`src/wsf_pkg.sv`:
```
// Shared types and constants for the waveform span and frequency block.
`timescale 1ns / 1ps
`default_nettype none
package wsf_pkg;
    localparam int BufferDepth  = 1024;
    localparam int AddrW        = $clog2(BufferDepth);
    localparam int FillW        = AddrW + 1;
    localparam int MaxCrossings = 50;
    localparam int CountW       = 6;
    localparam int CrossingLag  = 5;
    localparam int NumW         = 42;   // (count-1)*1e6 << 16 fits in 42 bits
    localparam int QuotW        = 64;
    localparam logic [19:0] UsPerSecond = 20'd1000000;
    localparam logic [NumW-1:0] FreqMax = {NumW{1'b1}};

    typedef enum logic [2:0] {
        ST_LOAD, ST_SCAN, ST_DIV, ST_RESULT
    } state_t;

    typedef struct packed {
        logic load;       // store accepted sample
        logic scan_start; // begin crossing pass
        logic scan_en;    // read and test next entry
        logic div_start;
        logic clear;      // end of block
    } ctrl_t;

    typedef struct packed {
        logic scan_done;
        logic div_done;
    } stat_t;
endpackage
`default_nettype wire

```
`src/wsf_ctrl.sv`:
```
// Controller: load, crossing pass, divide, result hand-off.
`timescale 1ns / 1ps
`default_nettype none
module wsf_ctrl (
    input  wire logic           aclk,
    input  wire logic           aresetn,
    input  wire logic           s_valid,
    input  wire logic           s_last,
    output logic                s_ready,
    output logic                m_valid,
    input  wire logic           m_ready,
    input  wire wsf_pkg::stat_t stat,
    output wsf_pkg::ctrl_t      ctrl
);
    import wsf_pkg::*;
    state_t state_reg, state_next;

    always_ff @(posedge aclk) begin
        if (!aresetn) state_reg <= ST_LOAD;
        else state_reg <= state_next;
    end

    always_comb begin
        state_next = state_reg;
        ctrl = '0;
        s_ready = 1'b0;
        m_valid = 1'b0;
        case (state_reg)
            ST_LOAD: begin
                s_ready = 1'b1;
                if (s_valid) begin
                    ctrl.load = 1'b1;
                    if (s_last) begin
                        ctrl.scan_start = 1'b1;
                        state_next = ST_SCAN;
                    end
                end
            end
            ST_SCAN: begin
                ctrl.scan_en = 1'b1;
                if (stat.scan_done) begin
                    ctrl.div_start = 1'b1;
                    state_next = ST_DIV;
                end
            end
            ST_DIV: if (stat.div_done) state_next = ST_RESULT;
            ST_RESULT: begin
                m_valid = 1'b1;
                if (m_ready) begin
                    ctrl.clear = 1'b1;
                    state_next = ST_LOAD;
                end
            end
            default: state_next = ST_LOAD;
        endcase
    end

    a_no_overlap: assert property (@(posedge aclk) disable iff (!aresetn)
        !(s_ready && m_valid)) else $error("input and result both open");
    a_scan_to_div: assert property (@(posedge aclk) disable iff (!aresetn)
        ctrl.div_start |=> state_reg == ST_DIV) else $error("divide not entered");
    a_clear_after: assert property (@(posedge aclk) disable iff (!aresetn)
        ctrl.clear |=> s_ready) else $error("not back to load");
endmodule
`default_nettype wire

```
`config.mk`:
```
export PLATFORM = sky130hd
export DESIGN_NAME = wsf_ctrl
export DESIGN_NICKNAME = d
export VERILOG_FILES = /design/src/wsf_pkg.sv /design/src/wsf_ctrl.sv
export SDC_FILE = /design/constraint.sdc
export NUM_CORES = 1
export LEC_CHECK = 0
export ABC_AREA = 1
export BUFFER_PORTS_ARGS = -buffer_cell sky130_fd_sc_hd__buf_2
export CORE_AREA = 2 2 39 41
export DETAILED_ROUTE_END_ITERATION = 10
export DIE_AREA = 0 0 41 43
export SLEW_MARGIN = 20
export SYNTH_ARGS = -nofsm -noshare
export SYNTH_HDL_FRONTEND = slang
export SYNTH_SLANG_ARGS = --single-unit
```
`constraint.sdc`:
```
create_clock -name aclk -period 1.41 [get_ports aclk]
set_input_delay 0.0705 -clock aclk [delete_from_list [all_inputs] [get_ports aclk]]
set_output_delay 0.0705 -clock aclk [all_outputs]
set_load 0.02 [all_outputs]
```
== Word level (Yosys, flattened, before mapping) ==
Index checks and enable logic that the tools add are counted.

* Register bits after elaboration: 3
* Bits in latches: 0
* Memory bits (writable): 0
* Memory bits (read-only): 0
* Bits of input ports: 7
* Output and inout bits: 7
* Word-level logic and storage cells: 26
* Memories: 0

* Add/sub/neg operators: 0
* $mul: 0
* Divide/modulo/power cells: 0
* $lt $le $gt $ge: 0
* Equality and inequality tests: 8
* Shift-type cells: 0
* Muxes and demuxes: 15
* Bitwise operators: 0
* Reductions and logical operators: 2

{| class="wikitable"
|+ Operators by type and width
! kind !! count
|-
| 3-bit two-way mux || 5
|-
| 3-bit case mux with 4 select lines || 1
|-
| 2-bit != test (second input constant) || 5
|-
| 3-bit by 2-bit equality test with 1-bit output (second input constant) || 2
|-
| 1-bit two-way mux || 6
|-
| 2-bit two-way mux || 3
|-
| 5-bit AND reduction || 1
|-
| 3-bit by 1-bit equality test with 1-bit output (second input constant) || 1
|-
| 3-bit logical NOT || 1
|}

== Longest topological paths before layout ==
Gate-level depths: netlist of the first run.

* Word-level depth: 3
* Gate-level depth with buffers: 8

== Worst setup path after synthesis of the first run ==
Ideal clock, no wire load.

* Kind: register to output
* From: register state_reg[0]
* To: output ctrl[3] (netlist name)
* Arrival time: 1.307 ns
* Setup slack: 0.032 ns
* Cell stages (with the launch flop): 5
* Path buffers: 0
* Cells stage by stage: dfxtp_1 inv_1 ha_1 inv_2 nor3_1

{| class="wikitable"
|+ RTL lines
! what !! RTL line !! source
|-
| from (decl) || wsf_ctrl.sv:16 || <nowiki>state_t state_reg, state_next;</nowiki>
|-
| from (signal assigned) || wsf_ctrl.sv:20 || <nowiki>else state_reg <= state_next;</nowiki>
|-
| to (decl) || wsf_ctrl.sv:13 || <nowiki>output wsf_pkg::ctrl_t ctrl</nowiki>
|}

==> summary.txt, run 1 <==
Setup path
  – WP data required: 1340 ps
  – Reg-to-reg slack, setup: 130 ps
  – Worst-path maximum fanout: 5
  – Critical path arrival: 1230 ps
  – WS Path Type: reg2out
  – Startpoint types: register
  – CP Capture Type: output port

Power and ir drop
  – Power per Cell Area: 1770 nW/um^2
  – Peak supply drop: 708 uV
  – Leak: 0.257 nW
  – Tot Pwr: 0.660 mW

Timing
  – Setup-failing EPs final: 0
  – Setup ws final: 114 ps
  – Final hold viol count: 0
  – Fin crit period: 1300 ps
  – Max-slew violations: 0
  – RSZ-0062 raised after global routing: no
  – Worst Max-Slew Pin Slew: 166 ps
  – Worst Skew: 4.15 ps
  – Period utilization: 91.9%
  – Slew HR: 88.9%
  – WHS: 92.2 ps
  – Peak Freq: 0.772 GHz
  – Fin Setup TNS: 0 ps

Global routing
  – Number of global-route vias before repair: 248
  – Largest net degree at the start of global routing: 6
  – Total GRT Usage: 7.31%
  – Grt ovf: 0
  – Initial antenna violation count: 0
  – Global-route wire length before repair: 841 um

Synthesis
  – Mapped Area: 253 um^2
  – Syn nets: 54
  – Register area share after synthesis: 15.8%
  – YS warnings: 0
  – Synth Register Bits: 2
  – Synth Instances: 42
  – Synthesized area per cell: 6.02 um^2
  – Synth cell types: 11

Flow run
  – Max Cap Violations: 0

Die
  – Row cnt: 14
  – Die area: 1760 um^2
  – Chip Width: 41 um
  – # IOs: 14
  – Starting Density: 18.3%
  – Die H: 43 um
  – Core area: 1380 um^2

Final layout
  – Fin nets: 72
  – Most frequent cells in the layout: inv_1 (13), buf_2 (13), nand2_1 (9)
  – Area growth syn-to-layout: 48.0%
  – Register Area: 41.3 um^2
  – Post-route insts no fill: 74
  – Area of the multi-input gates: 173 um^2
  – Fraction of layout cells with a size suffix above 1: 37.9%
  – Design Area, Final: 374 um^2
  – FILL cells: 159
  – Inserted Diodes: 0
  – Post-Route Utilization: 27.0%
  – Max reg flops: 2

Routing
  – Top Layer Used: met3
  – Met3 routed WL: 18 um
  – Final ANT Viol Nets: 0
  – WL met1: 198 um
  – DR DRC count: 0
  – Routed wire length: 530 um
  – Via count: 291
  – Via-per-instance ratio: 3.93
  – Pre-antenna DRT Iters: 4
  – Drt initial violations: 4
  – Avg WL per Cell: 7.16 um
  – Metal2 WL: 313 um

CTS
  – CTS Buf Count: 3
  – Clock Sinks: 2
  – Worst skew pair latency: 220 ps
  – CTS max path bufs: 2
  – CTS root buffer: clkbuf_4
  – CTS tree: yes
  – CTS H-tree lvls: 1
  – Reg clk slew, reported paths: 30 ps
  – Hold-fix buffers, CTS: 0

Placed design
  – DP Cell Count: 71
  – Setup WS pre-CTS: 162 ps
  – # port buffers: 13
  – Gpl congestion: 0.693
  – HPWL Detailed: 465 um
  – Cell area after placement: 338 um^2

Worst hold path
  – Hold Path Class: in2reg

Status
  – Status: complete, no violations
-- worst paths after layout --
path,from,endpoint,cells after the start
max reg2reg,state_reg[1],state_reg[0],8
min,aresetn,state_reg[1],3
max,state_reg[1],ctrl[3],5
min reg2reg,state_reg[0],state_reg[0],2
-- worst max-delay path: stages (launching register included) --
cell	delay [ps]
dfxtp_1	340
inv_1	120
ha_4	160
inv_2	40
nor3_1	160
buf_2	180
-- cells in the mapped netlist --
cell | number | area share [%]
inv_1 | 13 | 19
nand2_1 | 9 | 13
ha_1 | 5 | 25
nor2_1 | 4 | 5.9
nand3_1 | 3 | 5.9
dfxtp_1 | 2 | 16
nor2_2 | 2 | 4.9
a21oi_2 | 1 | 3.5
inv_2 | 1 | 1.5
nor3_1 | 1 | 2.0
o21bai_1 | 1 | 3.0
-- cell families after synthesis --
group           share of synthesized area, %
compound gates                          6.44
fa+ha+maj                               24.8
buf+inv                                 20.8
flops                                   15.8
simple gates                            32.2
-- power breakdown --
group | total, mW | switching (mW) | internal (mW) | leakage, nW
registers | 0.110 | 0.0282 | 0.0816 | 0.0169
logic | 0.425 | 0.257 | 0.168 | 0.227
clock network | 0.126 | 0.0319 | 0.0939 | 0.0138
-- layout make-up --
type,count,area share [%]
multi-input combinational,26,46.2
clock buffer,3,6.02
sequential,2,11.0
timing repair buffer,13,17.4
inverter,14,14.0
tap,16,5.35
-- layer usage --
layer	GRT usage [%]	up-vias
li1	-	155
met1	6.05	132
met2	12.2	4
met3	4.71	0
met4	4.00	0
met5	0	-
-- what timing repair did --
action | in CTS | in global routing
buffers inserted | 0 | 0
resized for setup | 0 | 3
endpoints found under the setup margin | 0 | 1
Power figures use the tool's default switching activity.
==> run 2, diff against run 1 <==
==> constraint.sdc (replaced) <==
create_clock -name aclk -period 1.41 [get_ports aclk]
set_input_delay 0.0705 -clock aclk [delete_from_list [all_inputs] [get_ports aclk]]
set_output_delay 0.0705 -clock aclk [all_outputs]
set_load 0.01 [all_outputs]
==> run 2 against run 1 <==
Cell count is the same. Wire length shrank 2.1%. Total power shrank 11%. Via count shrank 1.0%. Maximum frequency shrank 0.25%. Die area is the same. Sequential share of layout area is essentially flat. Critical endpoint unchanged.
==> summary.txt, run 2 (synthesized netlist as in run 1, its figures left out) <==
Routing
  – Avg WL per Cell: 7.01 um
  – Final ANT Viol Nets: 0
  – Via-per-instance ratio: 3.89
  – Via count: 288
  – Drt initial violations: 6
  – Pre-antenna DRT Iters: 4
  – DR DRC count: 0
  – Routed wire length: 519 um

Final layout
  – Max reg flops: 2
  – Area growth syn-to-layout: 43.6%
  – Post-route insts no fill: 74
  – Most frequent cells in the layout: inv_1 (13), buf_2 (13), nand2_1 (9)
  – Register Area: 40.0 um^2
  – Fin nets: 72
  – FILL cells: 161
  – Inserted Diodes: 0
  – Area of the multi-input gates: 163 um^2
  – Fraction of layout cells with a size suffix above 1: 36.2%
  – Design Area, Final: 363 um^2

Setup path
  – R2R Path Start: state_reg[1]
  – CP delay by family, top: flip-flops
  – Startpoint types: register
  – Worst path cell trace: inv_1, ha_2, inv_2, nor3_1, buf_2
  – WS Path Type: reg2out
  – WP data required: 1340 ps
  – WP buf/inv: 3
  – Worst R2R End: state_reg[0]
  – Max stage delay on crit path: 340 ps
  – Crit-path slowest cell: dfxtp_1
  – Critical path arrival: 1230 ps
  – Worst-path maximum fanout: 5
  – CP Capture Type: output port
  – Worst-case reg-to-reg path depth: 8
  – Reg-to-reg slack, setup: 160 ps

Timing
  – Max-slew violations: 0
  – WHS: 91.8 ps
  – Period utilization: 92.1%
  – Worst Max-Slew Pin Slew: 185 ps
  – Worst Skew: 4.15 ps
  – Peak Freq: 0.770 GHz
  – Fin crit period: 1300 ps
  – Final hold viol count: 0
  – Slew HR: 87.7%
  – Setup-failing EPs final: 0
  – RSZ-0062 raised after global routing: yes

Power and ir drop
  – Peak supply drop: 702 uV
  – Tot Pwr: 0.591 mW
  – Power per Cell Area: 1630 nW/um^2
  – Leak: 0.255 nW

Die
  – Die area: 1760 um^2
  – # IOs: 14
  – Starting Density: 18.3%
  – Row cnt: 14
  – Core area: 1380 um^2
  – Chip Width: 41 um
  – Die H: 43 um

Global routing
  – Largest net degree at the start of global routing: 6
  – Initial antenna violation count: 0
  – Total GRT Usage: 7.31%
  – Grt ovf: 0
  – Number of global-route vias before repair: 248
  – Global-route wire length before repair: 841 um

CTS
  – Worst skew pair latency: 220 ps
  – CTS tree: yes
  – CTS H-tree lvls: 1
  – CTS Buf Count: 3
  – Clock Sinks: 2
  – CTS root buffer: clkbuf_4
  – Reg clk slew, reported paths: 30 ps
  – CTS max path bufs: 2

Status
  – Status: complete, no violations

Placed design
  – HPWL Detailed: 465 um
  – Cell area after placement: 338 um^2
  – DP Cell Count: 71
  – Gpl congestion: 0.693
  – # port buffers: 13

Worst hold path
  – Hold Path Class: in2reg
  – Hold Path Origin: aresetn
  – Hold EP: state_reg[1]
  – Hold path depth: 3

Flow run
  – Max Cap Violations: 0
==> run 2: cell counts in the layout (fill, tap and decap cells not counted) <==
No cell type changed its count.
==> run 2: cell type report <==
| class | count | area share (%) |
|---|---|---|
| repair buffers | 13 | 17.9 |
| multi-input cells | 26 | 44.8 |
| clock buffers | 3 | 6.21 |
| inverters | 14 | 14.5 |
| well taps | 16 | 5.52 |
| flip-flops and latches | 2 | 11.0 |
==> run 2: routing by layer <==
| metal | global-route usage (%) | routed length [um] | part of all wire, % |
|---|---|---|---|
| met1 | 6.05 | 190 | 37 |
| met2 | 12.2 | 310 | 60 |
| met3 | 4.71 | 18 | 3.5 |
| met4 | 4.00 | 0 | 0 |
| met5 | 0 | 0 | 0 |
==> run 2: worst register-to-register path, delay by kind of cell (launching register included) <==
kind / cells / cell delay, ps
buffers and inverters: 1 / 90
adder cells (fa/ha/maj): 1 / 210
AND/OR/NAND/NOR: 6 / 430
flip-flops: 1 / 390
==> run 2: stage by stage <==
stage                     setup TNS, ps  util (%)  setup slack (ps)
after floorplan                       0         -               225
after global placement                0      24.4               160
after detailed placement              0      24.4               162
after CTS                             0      26.0              72.8
after global routing              -4.66      26.2             -4.66
final                                 0      26.2               111
==> run 2: power by group <==
group,total (mW),internal [mW],switching (mW)
combinational,0.357,0.151,0.207
sequential,0.108,0.0790,0.0289
clock,0.126,0.0939,0.0319
total,0.591,0.323,0.267
==> run 2: repair_timing <==
action | CTS | global route
gates resized for setup | 0 | 1
buffers inserted | 0 | 0
setup endpoints to repair | 0 | 1
hold buffers | 0 | 0
==> run 2: worst max path at each step <==
stage | cells after the start | slack, ps | to | startpoint
6_report | 5 | 110 | ctrl[3] | state_reg[0]
3_3_place_gp | 8 | 160 | state_reg[0] | state_reg[1]
2_1_floorplan | 8 | 220 | state_reg[0] | state_reg[1]
4_1_cts | 5 | 70 | ctrl[3] | state_reg[0]
3_5_place_dp | 8 | 160 | state_reg[1] | state_reg[1]
5_1_grt | 5 | -5 | ctrl[3] | state_reg[0]
==> run 3, diff against run 2 <==
==> constraint.sdc (replaced) <==
create_clock -name aclk -period 1.41 [get_ports aclk]
set_input_delay 0.2115 -clock aclk [delete_from_list [all_inputs] [get_ports aclk]]
set_output_delay 0.2115 -clock aclk [all_outputs]
set_load 0.01 [all_outputs]
==> run 3 against run 2 <==
Worst hold slack improved by 150 ps. Die area stayed put. Core utilization up 1.6 points. Critical path type unchanged. Critical endpoint unchanged.
==> summary.txt, run 3 (synthesized netlist as in run 1, its figures left out) <==
Global routing
  – Largest net degree at the start of global routing: 6
  – Total GRT Usage: 7.01%
  – Number of global-route vias before repair: 234
  – Global-route wire length before repair: 821 um
  – Grt ovf: 0
  – Initial antenna violation count: 0

Die
  – Die H: 43 um
  – Starting Density: 18.3%
  – Row cnt: 14
  – Chip Width: 41 um
  – Core area: 1380 um^2
  – Die area: 1760 um^2
  – # IOs: 14

CTS
  – CTS tree: yes
  – Worst skew pair latency: 220 ps
  – CTS root buffer: clkbuf_4
  – Reg clk slew, reported paths: 30 ps
  – CTS Buf Count: 3
  – Post CTS Setup Buffer Count: 0
  – CTS H-tree lvls: 1
  – Clock Sinks: 2
  – CTS max path bufs: 2
  – Hold-fix buffers, CTS: 0

Routing
  – Drt initial violations: 6
  – Routed wire length: 522 um
  – Via count: 280
  – DR DRC count: 0
  – Final ANT Viol Nets: 0
  – Via-per-instance ratio: 3.78
  – Pre-antenna DRT Iters: 4
  – Avg WL per Cell: 7.05 um

Flow run
  – Max Cap Violations: 0

Setup path
  – Max stage delay on crit path: 330 ps
  – CP Capture Type: output port
  – WP data required: 1200 ps
  – Crit-path slowest cell: dfxtp_2
  – Startpoint types: register
  – Critical path arrival: 1070 ps
  – CP most frequent cell: inv_2
  – Worst-path maximum fanout: 5
  – WS Path Type: reg2out
  – Worst path cell trace: inv_2, ha_4, inv_2, nor3_2, buf_2
  – Reg-to-reg slack, setup: 210 ps

Worst hold path
  – Hold Path Class: in2reg

Final layout
  – Area of the multi-input gates: 178 um^2
  – Inserted Diodes: 0
  – Area growth syn-to-layout: 52.5%
  – Max reg flops: 2
  – FILL cells: 151
  – Fin nets: 72
  – Register Area: 45.0 um^2
  – Most common cell after layout, fill and taps aside: buf_2
  – Fraction of layout cells with a size suffix above 1: 44.8%
  – Most frequent cells in the layout: buf_2 (13), inv_1 (11), nand2_1 (9)

Timing
  – Fin Setup TNS: 0 ps
  – Final hold viol count: 0
  – Worst Max-Slew Pin Slew: 136 ps
  – WHS: 240 ps
  – Period utilization: 90.6%
  – Max-slew violations: 0
  – Peak Freq: 0.783 GHz
  – Setup-failing EPs final: 0
  – Fin crit period: 1280 ps
  – Slew HR: 90.9%
  – Worst Skew: 3.79 ps
  – RSZ-0062 raised after global routing: no

Power and ir drop
  – Leak: 0.259 nW
  – Peak supply drop: 788 uV
  – Power per Cell Area: 1660 nW/um^2

Placed design
  – # port buffers: 13
  – HPWL Detailed: 433 um
  – Gpl congestion: 0.660

Status
  – Status: complete, no violations
[run 3: metal layers]
metal  track usage, %  part of all wire [%]  vias up
li1                 -                     -      152
met1             6.37                    43      126
met2             11.9                    55        2
met3             4.71                   2.3        0
met4             2.00                     0        0
met5                0                     0        -
[run 3: final cells by class]
type / instances / area share [%]
timing repair buffer: 13 / 16.9
clock buffer: 3 / 5.84
multi-input combinational: 26 / 46.1
inverter: 14 / 14.3
sequential: 2 / 11.7
tap: 16 / 5.19
[run 3: timing repair]
action | CTS | global route
cloned | 0 | 0
endpoints found under the setup margin | 2 | 3
endpoints found under the hold margin | 0 | 0
resized for setup | 4 | 5
pin swaps | 1 | 1
[run 3: worst paths after layout]
path / start / end / cells past startpoint
hold reg to reg: state_reg[1] / state_reg[1] / 2
setup / recovery: state_reg[1] / ctrl[3] / 5
setup reg to reg: state_reg[1] / state_reg[0] / 8
hold / removal: aresetn / state_reg[1] / 3
[run 3: power by group]
group / internal, mW / total [mW] / switching, mW
Sequential: 0.0881 / 0.122 / 0.0340
Clock: 0.0938 / 0.124 / 0.0305
Combinational: 0.172 / 0.395 / 0.223
Total: 0.354 / 0.642 / 0.288
[run 3: per-stage QoR]
step	utilization (%)	area, um^2	std cells	power [mW]	worst slack (ps)
after global placement	24.4	338	71	0.458	174
final	27.8	385	74	0.642	133
after global routing	27.8	385	74	0.712	43.9
after floorplan	-	253	42	0.363	169
after CTS	26.9	373	74	0.629	21.3
after detailed placement	24.4	338	71	0.463	139
[run 3: worst max-delay path: cells and delay by family, from the launching register on]
kind	cells	cell delay (ps)
adders and majority gates	1	160
and+or+nand+nor	1	80
buffers and inverters	3	260
DFF	1	330
